--- src/rtl/ffea_pkg.sv ---
package ffea_pkg;

   localparam int FREE_W = 36;
   localparam logic [FREE_W-1:0] FREE_MAX = 36'hF_FFFF_FFFF;

   typedef enum logic {
      OP_ADD   = 1'b0,
      OP_ALLOC = 1'b1
   } op_type;

   typedef enum logic [1:0] {
      ST_OK    = 2'd0,
      ST_SMALL = 2'd1,
      ST_NOFIT = 2'd2,
      ST_FULL  = 2'd3
   } stat_type;

   typedef enum logic [1:0] {
      FSM_IDLE,
      FSM_CMP,
      FSM_APPLY
   } fsm_type;

   // controller to datapath
   typedef struct packed {
      logic load;
      logic compare;
      logic commit;
   } cmd_type;

   // datapath to controller
   typedef struct packed {
      logic rsp_blocked;
   } dp_status_type;

endpackage

--- src/rtl/first_fit_extent_allocator_top.sv ---
// First-fit extent allocator.
// Request channel (req_valid / req_stall): req_opcode 0 appends a free extent
// (req_extent_start, req_byte_count) at the tail of a table of SLOTS entries;
// req_opcode 1 asks for req_byte_count bytes plus the header size.
// Response channel (rsp_valid / rsp_stall): exactly one result per request,
// with granted address and length, a status code and the free byte total.
// A transfer happens on a clock edge with valid high and stall low.
// Config channel (csr_valid / csr_ready / csr_data): sets the header size;
// csr_ready is always high, write only while the block is idle.
// Steps: load the request, compare all slots in parallel, then apply and
// register the result; the request side is stalled meanwhile, so the block
// takes no new request until the result of the last one is registered.
// The apply step is where the first match is picked and the table trimmed
// or shifted up in one go.
// If rsp_stall holds a previous result, the apply step waits and the
// request side keeps stalling until the result register frees.
// Reset (synchronous, active high) empties the table, zeroes the free total
// and sets the header size to 16.
module first_fit_extent_allocator_top import ffea_pkg::*; #(
   parameter int SLOTS      = 16,
   parameter int ADDR_BITS  = 32,
   parameter int WORD_BYTES = 8
) (
   input  logic              clock,
   input  logic              reset,
   input  logic              csr_valid,
   output logic              csr_ready,
   input  logic [7:0]        csr_data,
   input  logic              req_valid,
   output logic              req_stall,
   input  logic              req_opcode,
   input  logic [31:0]       req_extent_start,
   input  logic [31:0]       req_byte_count,
   output logic              rsp_valid,
   input  logic              rsp_stall,
   output logic [31:0]       rsp_granted_address,
   output logic [31:0]       rsp_granted_length,
   output logic [1:0]        rsp_status,
   output logic [FREE_W-1:0] rsp_free_bytes
);

   cmd_type       cmd;
   dp_status_type dp_status;

   assign csr_ready = 1'b1;

   ffea_ctrl u_ctrl (
      .clock     (clock),
      .reset     (reset),
      .req_valid (req_valid),
      .req_stall (req_stall),
      .dp_status (dp_status),
      .cmd       (cmd)
   );

   ffea_dp #(
      .SLOTS      (SLOTS),
      .ADDR_BITS  (ADDR_BITS),
      .WORD_BYTES (WORD_BYTES)
   ) u_dp (
      .clock               (clock),
      .reset               (reset),
      .cmd                 (cmd),
      .dp_status           (dp_status),
      .csr_valid           (csr_valid),
      .csr_data            (csr_data),
      .req_opcode          (req_opcode),
      .req_extent_start    (req_extent_start),
      .req_byte_count      (req_byte_count),
      .rsp_valid           (rsp_valid),
      .rsp_stall           (rsp_stall),
      .rsp_granted_address (rsp_granted_address),
      .rsp_granted_length  (rsp_granted_length),
      .rsp_status          (rsp_status),
      .rsp_free_bytes      (rsp_free_bytes)
   );

endmodule

--- src/rtl/ffea_ctrl.sv ---
module ffea_ctrl import ffea_pkg::*; (
   input  logic          clock,
   input  logic          reset,
   input  logic          req_valid,
   output logic          req_stall,
   input  dp_status_type dp_status,
   output cmd_type       cmd
);

   fsm_type state_ff;
   fsm_type state_in;

   always_ff @(posedge clock) begin
      if (reset) begin
         state_ff <= FSM_IDLE;
      end else begin
         state_ff <= state_in;
      end
   end

   always_comb begin
      state_in    = state_ff;
      cmd.load    = 1'b0;
      cmd.compare = 1'b0;
      cmd.commit  = 1'b0;
      req_stall   = (state_ff != FSM_IDLE);
      unique case (state_ff)
         FSM_IDLE: begin
            if (req_valid) begin
               cmd.load = 1'b1;
               state_in = FSM_CMP;
            end
         end
         FSM_CMP: begin
            cmd.compare = 1'b1;
            state_in    = FSM_APPLY;
         end
         FSM_APPLY: begin
            // wait for the result register to free up
            if (!dp_status.rsp_blocked) begin
               cmd.commit = 1'b1;
               state_in   = FSM_IDLE;
            end
         end
         default: begin
            state_in = FSM_IDLE;
         end
      endcase
   end

   a_cmp_then_apply: assert property (@(posedge clock) disable iff (reset)
      state_ff == FSM_CMP |=> state_ff == FSM_APPLY)
      else $error("compare step not followed by apply");

   a_one_cmd: assert property (@(posedge clock) disable iff (reset)
      $countones({cmd.load, cmd.compare, cmd.commit}) <= 1)
      else $error("more than one datapath command at once");

   a_load_on_transfer: assert property (@(posedge clock) disable iff (reset)
      cmd.load |-> req_valid && !req_stall)
      else $error("item loaded without a request transfer");

endmodule

--- src/rtl/ffea_dp.sv ---
module ffea_dp import ffea_pkg::*; #(
   parameter int SLOTS      = 16,
   parameter int ADDR_BITS  = 32,
   parameter int WORD_BYTES = 8
) (
   input  logic                clock,
   input  logic                reset,
   input  cmd_type             cmd,
   output dp_status_type       dp_status,
   input  logic                csr_valid,
   input  logic [7:0]          csr_data,
   input  logic                req_opcode,
   input  logic [31:0]         req_extent_start,
   input  logic [31:0]         req_byte_count,
   output logic                rsp_valid,
   input  logic                rsp_stall,
   output logic [31:0]         rsp_granted_address,
   output logic [31:0]         rsp_granted_length,
   output logic [1:0]          rsp_status,
   output logic [FREE_W-1:0]   rsp_free_bytes
);

   localparam int CW   = $clog2(SLOTS + 1);
   localparam int SUMW = ADDR_BITS + 33;

   // table
   logic [ADDR_BITS-1:0] slot_start_ff [SLOTS];
   logic [31:0]          slot_len_ff   [SLOTS];
   logic [ADDR_BITS-1:0] slot_start_in [SLOTS];
   logic [31:0]          slot_len_in   [SLOTS];
   logic [ADDR_BITS-1:0] shift_start   [SLOTS];
   logic [31:0]          shift_len     [SLOTS];
   logic [CW-1:0]        cnt_ff, cnt_in;
   logic [FREE_W-1:0]    free_ff, free_in;
   logic [7:0]           hdr_ff;

   // item being worked on
   logic        op_ff;
   logic [31:0] start_ff;
   logic [31:0] count_ff;
   logic [32:0] total_ff;
   logic [SLOTS-1:0] fit_ff, fit_in;

   // result register
   logic              rsp_valid_ff;
   logic [31:0]       rsp_addr_ff, rsp_addr_in;
   logic [31:0]       rsp_len_ff, rsp_len_in;
   stat_type          rsp_stat_ff, rsp_stat_in;
   logic [FREE_W-1:0] rsp_free_ff;

   // apply-step terms
   logic [SLOTS-1:0]     first, ge;
   logic                 hit, trim, short_req, full;
   logic [ADDR_BITS-1:0] sel_start;
   logic [31:0]          sel_len;
   logic [32:0]          rem;
   logic [31:0]          glen;
   logic [FREE_W:0]      free_sum;

   assign dp_status.rsp_blocked = rsp_valid_ff && rsp_stall;

   always_ff @(posedge clock) begin
      if (reset) begin
         hdr_ff <= 8'd16;
      end else if (csr_valid) begin
         hdr_ff <= csr_data;
      end
   end

   always_ff @(posedge clock) begin
      if (cmd.load) begin
         op_ff    <= req_opcode;
         start_ff <= req_extent_start;
         count_ff <= req_byte_count;
         total_ff <= 33'(req_byte_count) + 33'(hdr_ff);
      end
      if (cmd.compare) begin
         fit_ff <= fit_in;
      end
   end

   // one comparator per slot; only the valid prefix may match
   always_comb begin
      for (int i = 0; i < SLOTS; i++) begin
         fit_in[i] = (CW'(i) < cnt_ff) && ({1'b0, slot_len_ff[i]} >= total_ff);
      end
   end

   always_comb begin
      first     = fit_ff & (~fit_ff + SLOTS'(1));
      ge        = ~(first - SLOTS'(1));
      hit       = |fit_ff;
      sel_start = '0;
      sel_len   = '0;
      for (int i = 0; i < SLOTS; i++) begin
         sel_start = sel_start | (first[i] ? slot_start_ff[i] : '0);
         sel_len   = sel_len | (first[i] ? slot_len_ff[i] : '0);
      end
      rem       = {1'b0, sel_len} - total_ff;
      trim      = rem >= 33'(WORD_BYTES);
      glen      = trim ? total_ff[31:0] : sel_len;
      short_req = count_ff < 32'(WORD_BYTES);
      full      = cnt_ff == CW'(SLOTS);
   end

   for (genvar g = 0; g < SLOTS; g++) begin : g_shift
      if (g < SLOTS - 1) begin : g_mid
         assign shift_start[g] = slot_start_ff[g+1];
         assign shift_len[g]   = slot_len_ff[g+1];
      end else begin : g_last
         assign shift_start[g] = slot_start_ff[g];
         assign shift_len[g]   = slot_len_ff[g];
      end
   end

   always_comb begin
      cnt_in      = cnt_ff;
      free_in     = free_ff;
      rsp_addr_in = '0;
      rsp_len_in  = '0;
      rsp_stat_in = ST_OK;
      free_sum    = {1'b0, free_ff} + (FREE_W + 1)'(count_ff);
      for (int i = 0; i < SLOTS; i++) begin
         slot_start_in[i] = slot_start_ff[i];
         slot_len_in[i]   = slot_len_ff[i];
      end
      if (op_ff == OP_ADD) begin
         if (full) begin
            rsp_stat_in = ST_FULL;
         end else begin
            for (int i = 0; i < SLOTS; i++) begin
               if (CW'(i) == cnt_ff) begin
                  slot_start_in[i] = ADDR_BITS'(start_ff);
                  slot_len_in[i]   = count_ff;
               end
            end
            cnt_in  = cnt_ff + CW'(1);
            free_in = (free_sum >= {1'b0, FREE_MAX}) ? FREE_MAX : free_sum[FREE_W-1:0];
         end
      end else if (short_req) begin
         rsp_stat_in = ST_SMALL;
      end else if (!hit) begin
         rsp_stat_in = ST_NOFIT;
      end else begin
         rsp_addr_in = 32'(sel_start);
         rsp_len_in  = glen;
         if (trim) begin
            for (int i = 0; i < SLOTS; i++) begin
               if (first[i]) begin
                  slot_start_in[i] = ADDR_BITS'(SUMW'(sel_start) + SUMW'(total_ff));
                  slot_len_in[i]   = rem[31:0];
               end
            end
         end else begin
            // whole extent taken: close the gap
            for (int i = 0; i < SLOTS; i++) begin
               if (ge[i]) begin
                  slot_start_in[i] = shift_start[i];
                  slot_len_in[i]   = shift_len[i];
               end
            end
            cnt_in = cnt_ff - CW'(1);
         end
         free_in = (FREE_W'(glen) >= free_ff) ? '0 : free_ff - FREE_W'(glen);
      end
   end

   always_ff @(posedge clock) begin
      if (cmd.commit) begin
         for (int i = 0; i < SLOTS; i++) begin
            slot_start_ff[i] <= slot_start_in[i];
            slot_len_ff[i]   <= slot_len_in[i];
         end
         rsp_addr_ff <= rsp_addr_in;
         rsp_len_ff  <= rsp_len_in;
         rsp_stat_ff <= rsp_stat_in;
         rsp_free_ff <= free_in;
      end
   end

   always_ff @(posedge clock) begin
      if (reset) begin
         cnt_ff       <= '0;
         free_ff      <= '0;
         rsp_valid_ff <= 1'b0;
      end else begin
         if (cmd.commit) begin
            cnt_ff  <= cnt_in;
            free_ff <= free_in;
         end
         if (cmd.commit) begin
            rsp_valid_ff <= 1'b1;
         end else if (!rsp_stall) begin
            rsp_valid_ff <= 1'b0;
         end
      end
   end

   assign rsp_valid           = rsp_valid_ff;
   assign rsp_granted_address = rsp_addr_ff;
   assign rsp_granted_length  = rsp_len_ff;
   assign rsp_status          = rsp_stat_ff;
   assign rsp_free_bytes      = rsp_free_ff;

   a_cnt_range: assert property (@(posedge clock) disable iff (reset)
      cnt_ff <= CW'(SLOTS))
      else $error("slot count beyond table size");

   a_remove_dec: assert property (@(posedge clock) disable iff (reset)
      cmd.commit && op_ff == OP_ALLOC && !short_req && hit && !trim
      |=> cnt_ff == $past(cnt_ff) - CW'(1))
      else $error("whole-extent grant did not drop slot count");

   a_commit_rsp: assert property (@(posedge clock) disable iff (reset)
      cmd.commit |=> rsp_valid_ff && rsp_free_ff == free_ff)
      else $error("result not loaded on commit");

endmodule

--- config.mk ---
export PLATFORM = sky130hd
export DESIGN_NAME = first_fit_extent_allocator_top
export DESIGN_NICKNAME = d
export VERILOG_FILES = /design/src/rtl/ffea_pkg.sv /design/src/rtl/first_fit_extent_allocator_top.sv /design/src/rtl/ffea_ctrl.sv /design/src/rtl/ffea_dp.sv
export SDC_FILE = /design/constraint.sdc
export NUM_CORES = 2
export LEC_CHECK = 0
export ABC_AREA = 0
export ABC_CLOCK_PERIOD_IN_PS = 30000
export BUFFER_PORTS_ARGS = -buffer_cell sky130_fd_sc_hd__buf_2
export CAP_MARGIN = 20
export CORE_MARGIN = 4
export CORE_UTILIZATION = 25
export DETAILED_ROUTE_END_ITERATION = 8
export SYNTH_ARGS = -nofsm -noshare
export SYNTH_HDL_FRONTEND = slang
export SYNTH_SLANG_ARGS = --single-unit
--- constraint.sdc ---
create_clock -name clock -period 30 [get_ports clock]
set_clock_uncertainty 0.05 [all_clocks]
set_input_delay 6 -clock clock [delete_from_list [all_inputs] [get_ports clock]]
set_output_delay 6 -clock clock [all_outputs]
set_load 0.01 [all_outputs]
==> run_results.csv <==
group,metric,value,unit
outcome,status,"finished, violations left",
outcome,violations,"design-rule violations",
logic_synthesis,async_flop_share,0,
clock_tree,htreeDepth,4,
grt,grt_usage,0.1719,
worst_setup_path,cp_slowest_cell,"nor4_1",
floorplan,fp.dieW,556.2,um
layout,nets,7334,
worst_setup_path,critPathMaxStageDelay,790,ps
clock_tree,cts-root-buf,"clkbuf_16",
logic_synthesis,syn_avg_cell_area,11.53,sq um
worst_setup_path,endpoint_kind,"flip-flop",
floorplan,io_pins,183,
detailed_routing,drcViolationCount,22,
layout,layout_common_cells,"edfxtp_1 (1240), a21o_1 (1091), ha_1 (652)",
worst_setup_path,crit_path_start,"u_dp.fit_ff[0]",
detailed_routing,routed_wirelength,278.9,mm
clock_tree,cts_resized,0,
layout,area_growth,14.15,%
logic_synthesis,ys.flop_type,"edfxtp_1",
grt,gr-total-overflow,0,
layout,layout-drive-gt1-share,0.09924,
clock_tree,cts_inserted_buffers,147,
min_path,hold_end,"u_dp.rsp_valid",
worst_setup_path,start_kind,"flip-flop",
logic_synthesis,netlist_instances,6517,
clock_tree,insertion_delay,850,ps
clock_tree,clock_sinks,1292,
logic_synthesis,synth-edff-count,1240,
min_path,holdCritStartpoint,"u_dp.rsp_valid",
placement,dp_hpwl,193.8,mm
timing,tns,0,ps
detailed_routing,avgRoutedWirePerCell,26.11,um
timing,rsz0062_at_grt,"no",
placement,gp_congestion,0.9443,
timing,period_needed,12820,ps
floorplan,die_h,556.2,um
floorplan,initial_core_util,0.2508,
detailed_routing,postRouteAntennaNets,0,
grt,antenna_found_initial,24,
detailed_routing,num_vias,59160,
grt,grt_pass1_vias,56790,
worst_setup_path,critPathRequiredTime,30540,ps
power,peakVddDrop,0.05093,mV
min_path,whs_path_depth,2,
timing,hold_violations,0,
placement,placement.io_buffers,181,
timing,slew_headroom,0.1823,
min_path,min_path_type,"reg2reg",
power,p_per_area,55.76,mW/mm^2
clock_tree,clk_pin_slew,60,ps
logic_synthesis,seq_area_frac_synth,0.5095,
clock_tree,tritoncts,"done",
worst_setup_path,r2r-start,"u_dp.fit_ff[0]",
timing,finalCritPeriodShare,0.4275,
worst_setup_path,timing.rr.end,"u_dp.rsp_free_bytes[33]",
floorplan,core,0.2995,sq mm
floorplan,rows,201,
worst_setup_path,crit_path_max_fanout,134,
run,maxCapViolCount,0,
timing,setup_viol,0,
floorplan,dieArea,0.3094,sq mm
power,power.leakage,0.03508,uW
detailed_routing,drt_iter0_drc,7652,
clock_tree,post_cts_buffers,0,
worst_setup_path,r2r_slack,17180,ps
grt,grt_start_max_net_pins,234,
detailed_routing,dr.pass1.iters,9,
logic_synthesis,synthDistinctLibCells,89,
clock_tree,hold_buffers,0,
timing,slew_violations,0,
logic_synthesis,synth_warnings,0,
logic_synthesis,synth_area,0.07513,sq mm
logic_synthesis,synth.net_count,7252,
timing,worstMarginPinSlew,1215,ps
grt,grt_pass1_wl,400.3,mm
layout,final_common_cell,"edfxtp_1",
timing,max_freq,0.07798,GHz
worst_setup_path,reg2regPathDepth,33,
logic_synthesis,ys_ff_latch,1292,
clock_tree,cts_max_path_buffers,3,
worst_setup_path,arrival,13360,ps
timing,fin_hold_ws,456.7,ps
detailed_routing,via_per_inst,5.537,
layout,fillers,30570,
worst_setup_path,criticalPathCategory,"reg2reg",
==> kinds of logic after synthesis <==
kind of cell / Yosys count / share of synthesized area
AOI/OAI and AO/OA: 2563 / 0.2449
xor gates and xnor gates: 139 / 0.01620
adders and majority gates: 657 / 0.1099
buffers and inverters: 518 / 0.02933
DFF: 1292 / 0.5095
muxes: 29 / 0.004130
other: 1 / 0.00004991
and+or+nand+nor: 1318 / 0.08603
==> metrics by stage <==
| stage | instances | utilization | cell area (sq um) | total power [uW] | worst slack (ps) |
|---|---|---|---|---|---|
| after detailed placement | 10390 | 0.2692 | 80620 | 2923 | 17730 |
| after global routing | 10680 | 0.2863 | 85750 | 4957 | 16590 |
| after CTS | 10660 | 0.2858 | 85610 | 4800 | 17650 |
| after global placement | 10390 | 0.2691 | 80590 | 2903 | 17730 |
| final | 10680 | 0.2863 | 85760 | 4782 | 17180 |
| after floorplan | 6517 | - | 75130 | 2665 | 17680 |
==> how the worst max path moves through the flow <==
stage / to / slack [ps] / cells past startpoint
after floorplan: u_dp.slot_len_ff[1][100] / 17680 / 6
after global placement: u_dp.free_ff[34] / 17730 / 35
after detailed placement: u_dp.free_ff[18] / 17730 / 34
after CTS: u_dp.free_ff[18] / 17650 / 34
after global routing: u_dp.free_ff[34] / 16590 / 35
final: u_dp.rsp_free_bytes[33] / 17180 / 33
==> worst max-delay path: cells and delay by family (launching register included) <==
family          cells  cell delay [ps]
buf+inv             4             1470
xor+xnor            1              110
simple gates       13             4890
flops               1              410
compound gates     13             4440
fa+ha+maj           2              790
==> sequential cells by signal, indices dropped and copies added, names as in the netlist, 33 cells and up <==
signal,flops
u_dp.slot_len_ff,512
u_dp.slot_start_ff,512
u_dp.free_ff,36
u_dp.rsp_free_bytes,36
u_dp.total_ff,33
==> per-layer routing <==
| metal | track usage | vias to the layer above | share of wire |
|---|---|---|---|
| met2 | 0.2704 | 3024 | 0.45 |
| met5 | 0 | - | 0.00019 |
| met3 | 0.03540 | 529 | 0.090 |
| li1 | - | 25810 | - |
| met4 | 0.06663 | 8 | 0.038 |
| met1 | 0.2313 | 29780 | 0.42 |
==> cells in the mapped netlist, types with 43 or more instances <==
library cell	n	area (sq um)
a211oi_1	43	322.8
a21o_1	1091	8190
a21oi_1	305	1526
a221oi_1	145	1270
a222oi_1	64	640.6
a22oi_1	225	1689
a31oi_1	67	419.2
and3_1	57	356.6
buf_2	120	600.6
clkbuf_1	239	897.1
dfxtp_1	52	1041
edfxtp_1	1240	37240
ha_1	652	8158
inv_1	111	416.7
nand2_1	331	1242
nand2b_1	57	356.6
nand3_1	123	615.6
nand4_1	181	1132
nor2_1	327	1227
nor2b_1	99	619.3
nor3_1	46	230.2
o21a_1	104	780.8
o21ai_0	261	1306
xnor2_1	89	779.5
xor2_1	50	437.9
==> cell type report <==
class / instances / area (sq um) / share of cell area
flip-flops and latches: 1292 / 38280 / 0.4463
multi-input cells: 4707 / 34970 / 0.4078
repair buffers: 338 / 2136 / 0.02490
well taps: 3958 / 4952 / 0.05775
inverters: 113 / 431.7 / 0.005033
clock inverters: 99 / 1189 / 0.01386
clock buffers: 172 / 3792 / 0.04422
diodes: 5 / 12.51 / 0.0001459
==> power by group <==
part,switching (uW),internal (uW)
Sequential,38.5,2080
Combinational,478,312
Clock,822,1050
Total,1340,3440
Note: power is estimated with default switching activity, not from simulation.
